`config.mk`:
```
export PLATFORM = sky130hd
export DESIGN_NAME = rational_arith_reduce_core
export DESIGN_NICKNAME = d
export VERILOG_FILES = /design/src/sv/rar_pkg.sv /design/src/sv/rational_arith_reduce_core.sv /design/src/sv/rar_reduce_unit.sv
export SDC_FILE = /design/constraint.sdc
export NUM_CORES = 2
export LEC_CHECK = 0
export BUFFER_PORTS_ARGS = -buffer_cell sky130_fd_sc_hd__clkbuf_2
export CAP_MARGIN = 30
export CORE_MARGIN = 2
export CORE_UTILIZATION = 35
export CTS_BUF_LIST = sky130_fd_sc_hd__clkbuf_4 sky130_fd_sc_hd__clkbuf_8
export DETAILED_ROUTE_END_ITERATION = 10
export PLACE_DENSITY_LB_ADDON = 0.25
export SYNTH_ARGS = -nofsm -noshare
export SYNTH_HDL_FRONTEND = slang
export SYNTH_SLANG_ARGS = --single-unit
```
`constraint.sdc`:
```
create_clock -name clock -period 11.5 [get_ports clock]
set_input_delay 0.575 -clock clock [delete_from_list [all_inputs] [get_ports clock]]
set_output_delay 0.575 -clock clock [all_outputs]
set_load 0.02 [all_outputs]
```
`src/sv/rar_pkg.sv`:
```
package rar_pkg;

   localparam int OPERAND_WIDTH = 16;
   localparam int PROD_WIDTH    = 2 * OPERAND_WIDTH;
   localparam int SUM_WIDTH     = PROD_WIDTH + 1;
   localparam int MAG_WIDTH     = PROD_WIDTH;
   localparam int RES_NUM_WIDTH = 33;
   localparam int RES_DEN_WIDTH = 32;
   localparam int STATUS_WIDTH  = 2;

   localparam logic [1:0] OP_ADD = 2'd0;
   localparam logic [1:0] OP_SUB = 2'd1;
   localparam logic [1:0] OP_MUL = 2'd2;
   localparam logic [1:0] OP_DIV = 2'd3;

   localparam logic [STATUS_WIDTH-1:0] ST_OK       = 2'd0;
   localparam logic [STATUS_WIDTH-1:0] ST_ZERO_DEN = 2'd1;
   localparam logic [STATUS_WIDTH-1:0] ST_DIV_ZERO = 2'd2;

   typedef struct packed {
      logic [1:0]                      op;
      logic signed [OPERAND_WIDTH-1:0] a_num;
      logic signed [OPERAND_WIDTH-1:0] a_den;
      logic signed [OPERAND_WIDTH-1:0] b_num;
      logic signed [OPERAND_WIDTH-1:0] b_den;
   } rar_req_type;

   typedef struct packed {
      logic signed [RES_NUM_WIDTH-1:0] res_num;
      logic signed [RES_DEN_WIDTH-1:0] res_den;
      logic [STATUS_WIDTH-1:0]         status;
   } rar_rsp_type;

endpackage

```
`src/sv/rational_arith_reduce_core.sv`:
```
// Reduced fraction arithmetic: one word on req_data carries two signed fractions and an op
// (add, subtract, multiply, divide); one word on rsp_data returns the cross-multiplied result
// divided by the gcd of its magnitudes, signs as computed (the denominator may be negative).
// A zero input denominator, or divide by a zero fraction, returns status and zero fields.
// One item at a time: req_stall is high from acceptance until the result is loaded into the
// output register. A good item passes through acceptance, three products on the shared
// multiplier, then sum, magnitude and start, a binary gcd on the shared subtractor, two
// restoring divides of 2*OPERAND_WIDTH steps each on that same subtractor, a state to pick up
// done and one to load the output. Error items go from acceptance straight to the output
// load. A stalled output register holds the item until the register is free again.
module rational_arith_reduce_core
   import rar_pkg::*;
(
   input  logic        clock,
   input  logic        reset,
   input  logic        req_valid,
   output logic        req_stall,
   input  rar_req_type req_data,
   output logic        rsp_valid,
   input  logic        rsp_stall,
   output rar_rsp_type rsp_data
);

   localparam int W  = OPERAND_WIDTH;
   localparam int PW = PROD_WIDTH;
   localparam int SW = SUM_WIDTH;
   localparam int MW = MAG_WIDTH;
   localparam int XW = (MW + 1 > RES_NUM_WIDTH) ? MW + 1 : RES_NUM_WIDTH;

   localparam logic [3:0] T_IDLE = 4'd0;
   localparam logic [3:0] T_MUL0 = 4'd1;
   localparam logic [3:0] T_MUL1 = 4'd2;
   localparam logic [3:0] T_MUL2 = 4'd3;
   localparam logic [3:0] T_SUM  = 4'd4;
   localparam logic [3:0] T_ABS  = 4'd5;
   localparam logic [3:0] T_GO   = 4'd6;
   localparam logic [3:0] T_RED  = 4'd7;
   localparam logic [3:0] T_OUT  = 4'd8;

   logic [3:0]              state_ff;
   logic [3:0]              state_in;
   logic [1:0]              op_ff;
   logic signed [W-1:0]     an_ff;
   logic signed [W-1:0]     ad_ff;
   logic signed [W-1:0]     bn_ff;
   logic signed [W-1:0]     bd_ff;
   logic [PW-1:0]           t1_ff;
   logic [PW-1:0]           t2_ff;
   logic [PW-1:0]           den_ff;
   logic [SW-1:0]           num_ff;
   logic [MW-1:0]           nm_ff;
   logic [MW-1:0]           dm_ff;
   logic                    nneg_ff;
   logic                    dneg_ff;
   logic [STATUS_WIDTH-1:0] status_ff;
   logic                    rsp_valid_ff;
   rar_rsp_type             rsp_ff;

   logic signed [W-1:0]  mul_a;
   logic signed [W-1:0]  mul_b;
   logic signed [PW-1:0] mul_p;
   logic [SW-1:0]        t1x;
   logic [SW-1:0]        t2x;
   logic [SW-1:0]        sum;
   logic [SW-1:0]        num_neg;
   logic [MW-1:0]        den_neg;
   logic                 req_take;
   logic                 out_free;
   logic                 unit_done;
   logic [MW-1:0]        quo_num;
   logic [MW-1:0]        quo_den;
   logic [XW-1:0]        qnx;
   logic [XW-1:0]        qdx;
   logic [XW-1:0]        snum;
   logic [XW-1:0]        sden;
   rar_rsp_type          rsp_in;

   rar_reduce_unit u_reduce (
      .clock   (clock),
      .reset   (reset),
      .start   (state_ff == T_GO),
      .num_mag (nm_ff),
      .den_mag (dm_ff),
      .done    (unit_done),
      .quo_num (quo_num),
      .quo_den (quo_den)
   );

   assign req_stall = (state_ff != T_IDLE);
   assign req_take  = req_valid && !req_stall;
   assign out_free  = !rsp_valid_ff || !rsp_stall;

   // shared multiplier, operands picked by step
   always_comb begin
      mul_a = an_ff;
      mul_b = bd_ff;
      case (state_ff)
         T_MUL0: begin
            mul_a = an_ff;
            mul_b = (op_ff == OP_MUL) ? bn_ff : bd_ff;
         end
         T_MUL1: begin
            mul_a = bn_ff;
            mul_b = ad_ff;
         end
         T_MUL2: begin
            mul_a = ad_ff;
            mul_b = (op_ff == OP_DIV) ? bn_ff : bd_ff;
         end
         default: begin
            mul_a = an_ff;
            mul_b = bd_ff;
         end
      endcase
      mul_p = mul_a * mul_b;
   end

   always_comb begin
      t1x = {t1_ff[PW-1], t1_ff};
      t2x = {t2_ff[PW-1], t2_ff};
      case (op_ff)
         OP_ADD:  sum = t1x + t2x;
         OP_SUB:  sum = t1x - t2x;
         default: sum = t1x;
      endcase
      num_neg = SW'(0) - num_ff;
      den_neg = MW'(0) - den_ff;
   end

   always_comb begin
      qnx  = {{(XW - MW){1'b0}}, quo_num};
      qdx  = {{(XW - MW){1'b0}}, quo_den};
      snum = nneg_ff ? XW'(0) - qnx : qnx;
      sden = dneg_ff ? XW'(0) - qdx : qdx;
      if (status_ff == ST_OK) begin
         rsp_in.res_num = snum[RES_NUM_WIDTH-1:0];
         rsp_in.res_den = sden[RES_DEN_WIDTH-1:0];
      end else begin
         rsp_in.res_num = '0;
         rsp_in.res_den = '0;
      end
      rsp_in.status = status_ff;
   end

   always_comb begin
      state_in = state_ff;
      unique case (state_ff)
         T_IDLE: begin
            if (req_take) begin
               if (req_data.a_den == '0 || req_data.b_den == '0 ||
                   (req_data.op == OP_DIV && req_data.b_num == '0)) begin
                  state_in = T_OUT;
               end else begin
                  state_in = T_MUL0;
               end
            end
         end
         T_MUL0: state_in = T_MUL1;
         T_MUL1: state_in = T_MUL2;
         T_MUL2: state_in = T_SUM;
         T_SUM:  state_in = T_ABS;
         T_ABS:  state_in = T_GO;
         T_GO:   state_in = T_RED;
         T_RED: begin
            if (unit_done) begin
               state_in = T_OUT;
            end
         end
         T_OUT: begin
            if (out_free) begin
               state_in = T_IDLE;
            end
         end
         default: state_in = T_IDLE;
      endcase
   end

   always_ff @(posedge clock) begin
      if (reset) begin
         state_ff     <= T_IDLE;
         rsp_valid_ff <= 1'b0;
      end else begin
         state_ff <= state_in;
         if (state_ff == T_OUT && out_free) begin
            rsp_valid_ff <= 1'b1;
         end else if (!rsp_stall) begin
            rsp_valid_ff <= 1'b0;
         end
      end
   end

   always_ff @(posedge clock) begin
      if (req_take) begin
         op_ff <= req_data.op;
         an_ff <= req_data.a_num;
         ad_ff <= req_data.a_den;
         bn_ff <= req_data.b_num;
         bd_ff <= req_data.b_den;
         if (req_data.a_den == '0 || req_data.b_den == '0) begin
            status_ff <= ST_ZERO_DEN;
         end else if (req_data.op == OP_DIV && req_data.b_num == '0) begin
            status_ff <= ST_DIV_ZERO;
         end else begin
            status_ff <= ST_OK;
         end
      end
      if (state_ff == T_MUL0) begin
         t1_ff <= mul_p;
      end
      if (state_ff == T_MUL1) begin
         t2_ff <= mul_p;
      end
      if (state_ff == T_MUL2) begin
         den_ff <= mul_p;
      end
      if (state_ff == T_SUM) begin
         num_ff <= sum;
      end
      if (state_ff == T_ABS) begin
         nneg_ff <= num_ff[SW-1];
         dneg_ff <= den_ff[PW-1];
         nm_ff   <= num_ff[SW-1] ? num_neg[MW-1:0] : num_ff[MW-1:0];
         dm_ff   <= den_ff[PW-1] ? den_neg : den_ff;
      end
      if (state_ff == T_OUT && out_free) begin
         rsp_ff <= rsp_in;
      end
   end

   assign rsp_valid = rsp_valid_ff;
   assign rsp_data  = rsp_ff;

endmodule

```
`src/sv/rar_reduce_unit.sv`:
```
module rar_reduce_unit
   import rar_pkg::*;
(
   input  logic                 clock,
   input  logic                 reset,
   input  logic                 start,
   input  logic [MAG_WIDTH-1:0] num_mag,
   input  logic [MAG_WIDTH-1:0] den_mag,
   output logic                 done,
   output logic [MAG_WIDTH-1:0] quo_num,
   output logic [MAG_WIDTH-1:0] quo_den
);

   localparam int MW = MAG_WIDTH;
   localparam int CW = $clog2(MW);

   localparam logic [1:0] U_IDLE = 2'd0;
   localparam logic [1:0] U_GCD  = 2'd1;
   localparam logic [1:0] U_DIVN = 2'd2;
   localparam logic [1:0] U_DIVD = 2'd3;

   logic [1:0]    state_ff;
   logic          done_ff;
   logic [MW-1:0] p_ff;
   logic [MW-1:0] q_ff;
   logic [MW-1:0] nsv_ff;
   logic [MW-1:0] dsv_ff;
   logic [MW-1:0] rem_ff;
   logic [MW-1:0] dvd_ff;
   logic [MW-1:0] qn_ff;
   logic [CW-1:0] cnt_ff;

   logic [MW:0]   sub_a;
   logic [MW:0]   sub_b;
   logic [MW+1:0] diff;
   logic          borrow;
   logic [MW-1:0] rem_next;
   logic [MW-1:0] quo_next;
   logic          last;

   // one subtractor serves the gcd compare and every divide step
   always_comb begin
      if (state_ff == U_GCD) begin
         sub_a = {1'b0, p_ff};
      end else begin
         sub_a = {rem_ff, dvd_ff[MW-1]};
      end
      sub_b    = {1'b0, q_ff};
      diff     = {1'b0, sub_a} - {1'b0, sub_b};
      borrow   = diff[MW+1];
      rem_next = borrow ? sub_a[MW-1:0] : diff[MW-1:0];
      quo_next = {dvd_ff[MW-2:0], ~borrow};
      last     = (cnt_ff == CW'(MW - 1));
   end

   always_ff @(posedge clock) begin
      if (reset) begin
         state_ff <= U_IDLE;
         done_ff  <= 1'b0;
      end else begin
         done_ff <= (state_ff == U_DIVD) && last;
         unique case (state_ff)
            U_IDLE: begin
               if (start) begin
                  p_ff     <= num_mag;
                  q_ff     <= den_mag;
                  nsv_ff   <= num_mag;
                  dsv_ff   <= den_mag;
                  state_ff <= U_GCD;
               end
            end
            U_GCD: begin
               // binary gcd; common factors of two are stripped from the
               // saved operands as well, so q ends as the divisor
               if (p_ff == '0) begin
                  dvd_ff   <= nsv_ff;
                  rem_ff   <= '0;
                  cnt_ff   <= '0;
                  state_ff <= U_DIVN;
               end else if (!p_ff[0] && !q_ff[0]) begin
                  p_ff   <= p_ff >> 1;
                  q_ff   <= q_ff >> 1;
                  nsv_ff <= nsv_ff >> 1;
                  dsv_ff <= dsv_ff >> 1;
               end else if (!p_ff[0]) begin
                  p_ff <= p_ff >> 1;
               end else if (!q_ff[0]) begin
                  q_ff <= q_ff >> 1;
               end else if (borrow) begin
                  p_ff <= q_ff;
                  q_ff <= p_ff;
               end else begin
                  p_ff <= diff[MW:1];
               end
            end
            U_DIVN: begin
               if (last) begin
                  qn_ff    <= quo_next;
                  dvd_ff   <= dsv_ff;
                  rem_ff   <= '0;
                  cnt_ff   <= '0;
                  state_ff <= U_DIVD;
               end else begin
                  rem_ff <= rem_next;
                  dvd_ff <= quo_next;
                  cnt_ff <= cnt_ff + 1'b1;
               end
            end
            U_DIVD: begin
               rem_ff <= rem_next;
               dvd_ff <= quo_next;
               cnt_ff <= cnt_ff + 1'b1;
               if (last) begin
                  state_ff <= U_IDLE;
               end
            end
            default: begin
               state_ff <= U_IDLE;
            end
         endcase
      end
   end

   assign done    = done_ff;
   assign quo_num = qn_ff;
   assign quo_den = dvd_ff;

endmodule
```
==> results_dict.tcl <==
set metrics [dict create \
    dr.pass1.iters 7 \
    grt_pass1_wl_um 168000 \
    grtUsageTotal 0.191 \
    syn_area_per_cell_um2 10.8 \
    setup.worst_path.class "register to register" \
    numPortBuffers 138 \
    status "completed" \
    async_flop_share 0 \
    worst_clock_skew_ns 0.0798 \
    routed-via-count 27966 \
    synth_top_area_cell "edfxtp_1" \
    htreeDepth 3 \
    tns_ns 0 \
    syn_inst 3630 \
    drcViolationCount 0 \
    cts_tree "yes" \
    clk_latency_ns 0.74 \
    drv_cap 0 \
    synth_top_area_frac 0.430 \
    initial_core_util 0.353 \
    finalWirelength_um 108000 \
    detail-route-antenna-nets 0 \
    syn_to_final_growth_pct 13.1 \
    wire_per_inst_um 20.1 \
    hp-class "input port to register" \
    cp_common_cell "fa_1" \
    cp.arrival_ns 9.38 \
    ios 139 \
    start_kind "register" \
    hold_violations 0 \
    slew_headroom 0.329 \
    cts_buffer_depth 3 \
    synth_enable_flop_cells 559 \
    antenna_found_initial 1 \
    placementRows 122 \
    gp_congestion 0.895 \
    die_w_um 338 \
    crit_slowest_cell "fa_1" \
    slew_violations 0 \
    die_h_um 338 \
    numClockSinks 567 \
    endpoint_kind "register" \
    required_ns 11.91 \
    rsz0062_at_grt "no" \
    critPathMaxFanout 33 \
    post-route-min-period_ns 8.97 \
    ys_seq_area_frac 0.434 \
    fin_nets 4327 \
    period_share 0.780 \
    fmax_mhz 111 \
    grt_start_max_net_pins 108 \
    synth.distinct_cells 70 \
    clk_pin_slew_ns 0.07 \
    ys_warn_count 0 \
    synth.net_count 4122 \
    syn-cell-area_um2 39000 \
    die_area_um2 114000 \
    hpwl_um 81100 \
    synth_area_leaders "edfxtp_1, fa_1, ha_1" \
    cpPeakStageDelay_ns 0.80 \
    drive_gt1_frac 0.132 \
    numCtsBuffers 100 \
    root_buffer "clkbuf_8" \
    post_cts_resized 0 \
    design.core.area_um2 111000 \
    drt_iter0_markers 2027 \
    overflow 0 \
    ys_ff_latch 567 \
    via_per_inst 5.18 \
    worst_slew_pin_slew_ns 1.01 \
    ys.flop_type "edfxtp_1" \
    setup-violations-final 0 \
    grt_pass1_vias 28195 \
]
[worst max-delay path, delay by kind of cell (launching register included)]
family,cells,cell delay (ns)
compound gates,6,1.19
mux,1,0.14
simple gates,7,1.78
buf+inv,7,1.39
xor+xnor,1,0.13
flops,1,0.31
fa+ha+maj,7,3.68
[what timing repair did]
item,4_1_cts,5_1_grt
hold buffers,60,1
endpoints found under the setup margin,0,0
setup buffers,0,0
hold endpoints to repair,60,1
[cell usage in the layout, fill, tap and decap left out, types with 52 or more instances in the layout]
cell | Yosys | final
a21o_1 | 53 | 53
a21oi_1 | 168 | 166
a22oi_1 | 69 | 69
clkbuf_2 | 0 | 138
clkbuf_8 | 0 | 105
dlygate4sd3_1 | 0 | 61
edfxtp_1 | 559 | 559
fa_1 | 264 | 264
ha_1 | 158 | 157
inv_1 | 390 | 390
mux2_2 | 121 | 121
mux2i_1 | 53 | 53
nand2_1 | 373 | 373
nand3_1 | 65 | 65
nor2_1 | 353 | 348
o21ai_0 | 141 | 141
o31ai_1 | 52 | 52
xnor2_1 | 130 | 130
xor2_1 | 91 | 91
[cell type report]
cell class | count | area [µm²]
antenna | 2 | 5.00
clock buffer | 138 | 1690
clock inverter | 34 | 230
fill | 10801 | 66500
inverter | 392 | 1470
multi-input combinational | 2524 | 20200
sequential | 567 | 16900
tap | 1488 | 1860
timing repair buffer | 250 | 1770
[final timing paths]
check               startpoint     endpoint  slack (ns)  cells after the start
setup / recovery   state_ff[0]   den_ff[31]        2.53                     29
hold / removal     req_data[2]     bd_ff[2]        0.07                      1
setup reg to reg   state_ff[0]   den_ff[31]        2.53                     29
hold reg to reg   status_ff[0]  rsp_data[0]        0.45                      0
[flip-flops by register name (all words and copies together) (netlist names), 2 cells and up]
name	flops
rsp_data	67
num_ff	33
den_ff	32
dm_ff	32
nm_ff	32
t1_ff	32
t2_ff	32
u_reduce.dsv_ff	32
u_reduce.nsv_ff	32
u_reduce.p_ff	32
u_reduce.q_ff	32
u_reduce.quo_den	32
u_reduce.quo_num	32
u_reduce.rem_ff	32
ad_ff	16
an_ff	16
bd_ff	16
bn_ff	16
u_reduce.cnt_ff	5
state_ff	4
op_ff	2
status_ff	2
u_reduce.state_ff	2
[metal layers]
layer | global-route usage | vias to the layer above | part of all wire
met5 | 0 | - | 0
met1 | 0.243 | 14007 | 0.42
met2 | 0.337 | 696 | 0.50
met4 | 0.0583 | 0 | 0.027
met3 | 0.0263 | 166 | 0.047
li1 | - | 13097 | -
[logic make-up (layout without fill, tap and decap cells)]
kind of cell             count (synthesis)  in the layout  synth area share
other                                    0              2                 0
adder cells (fa/ha/maj)                422            422             0.186
flip-flops                             567            567             0.434
buffers and inverters                  539            814            0.0518
AO/OA/AOI/OAI                          651            651             0.108
multiplexers                           174            174            0.0485
AND/OR/NAND/NOR                       1056           1056             0.122
XOR/XNOR                               221            221            0.0496
[through the flow]
stage	utilization	hold WS (ns)	setup WS, ns	cell area [µm²]	std cells
final	0.399	0.0658	2.53	44200	5395
after CTS	0.399	0.000434	2.51	44100	5391
after global routing	0.399	0.00252	1.89	44200	5394
after floorplan	-	0.417	1.56	39000	3630
after global placement	0.375	0.428	2.30	41500	5149
after detailed placement	0.376	0.433	2.61	41600	5159
[cell usage after synthesis, types with 22 or more instances]
cell type / instances
a22oi_1: 69
o211ai_1: 22
a21oi_1: 168
a21o_1: 53
clkbuf_1: 126
edfxtp_1: 559
nand2_1: 373
mux2i_1: 53
nor4_1: 32
or4_1: 25
ha_1: 158
nor2_1: 353
nand2b_1: 27
o21ai_0: 141
nor2b_1: 23
o31ai_1: 52
mux2_2: 121
xor2_1: 91
inv_1: 390
fa_1: 264
xnor2_1: 130
nor3_1: 39
or3_1: 25
o21a_1: 25
nand3_1: 65
Power is left out: the tool's default activity adds up to more than one toggle a clock period on the data nets, which glitch-free logic cannot reach.
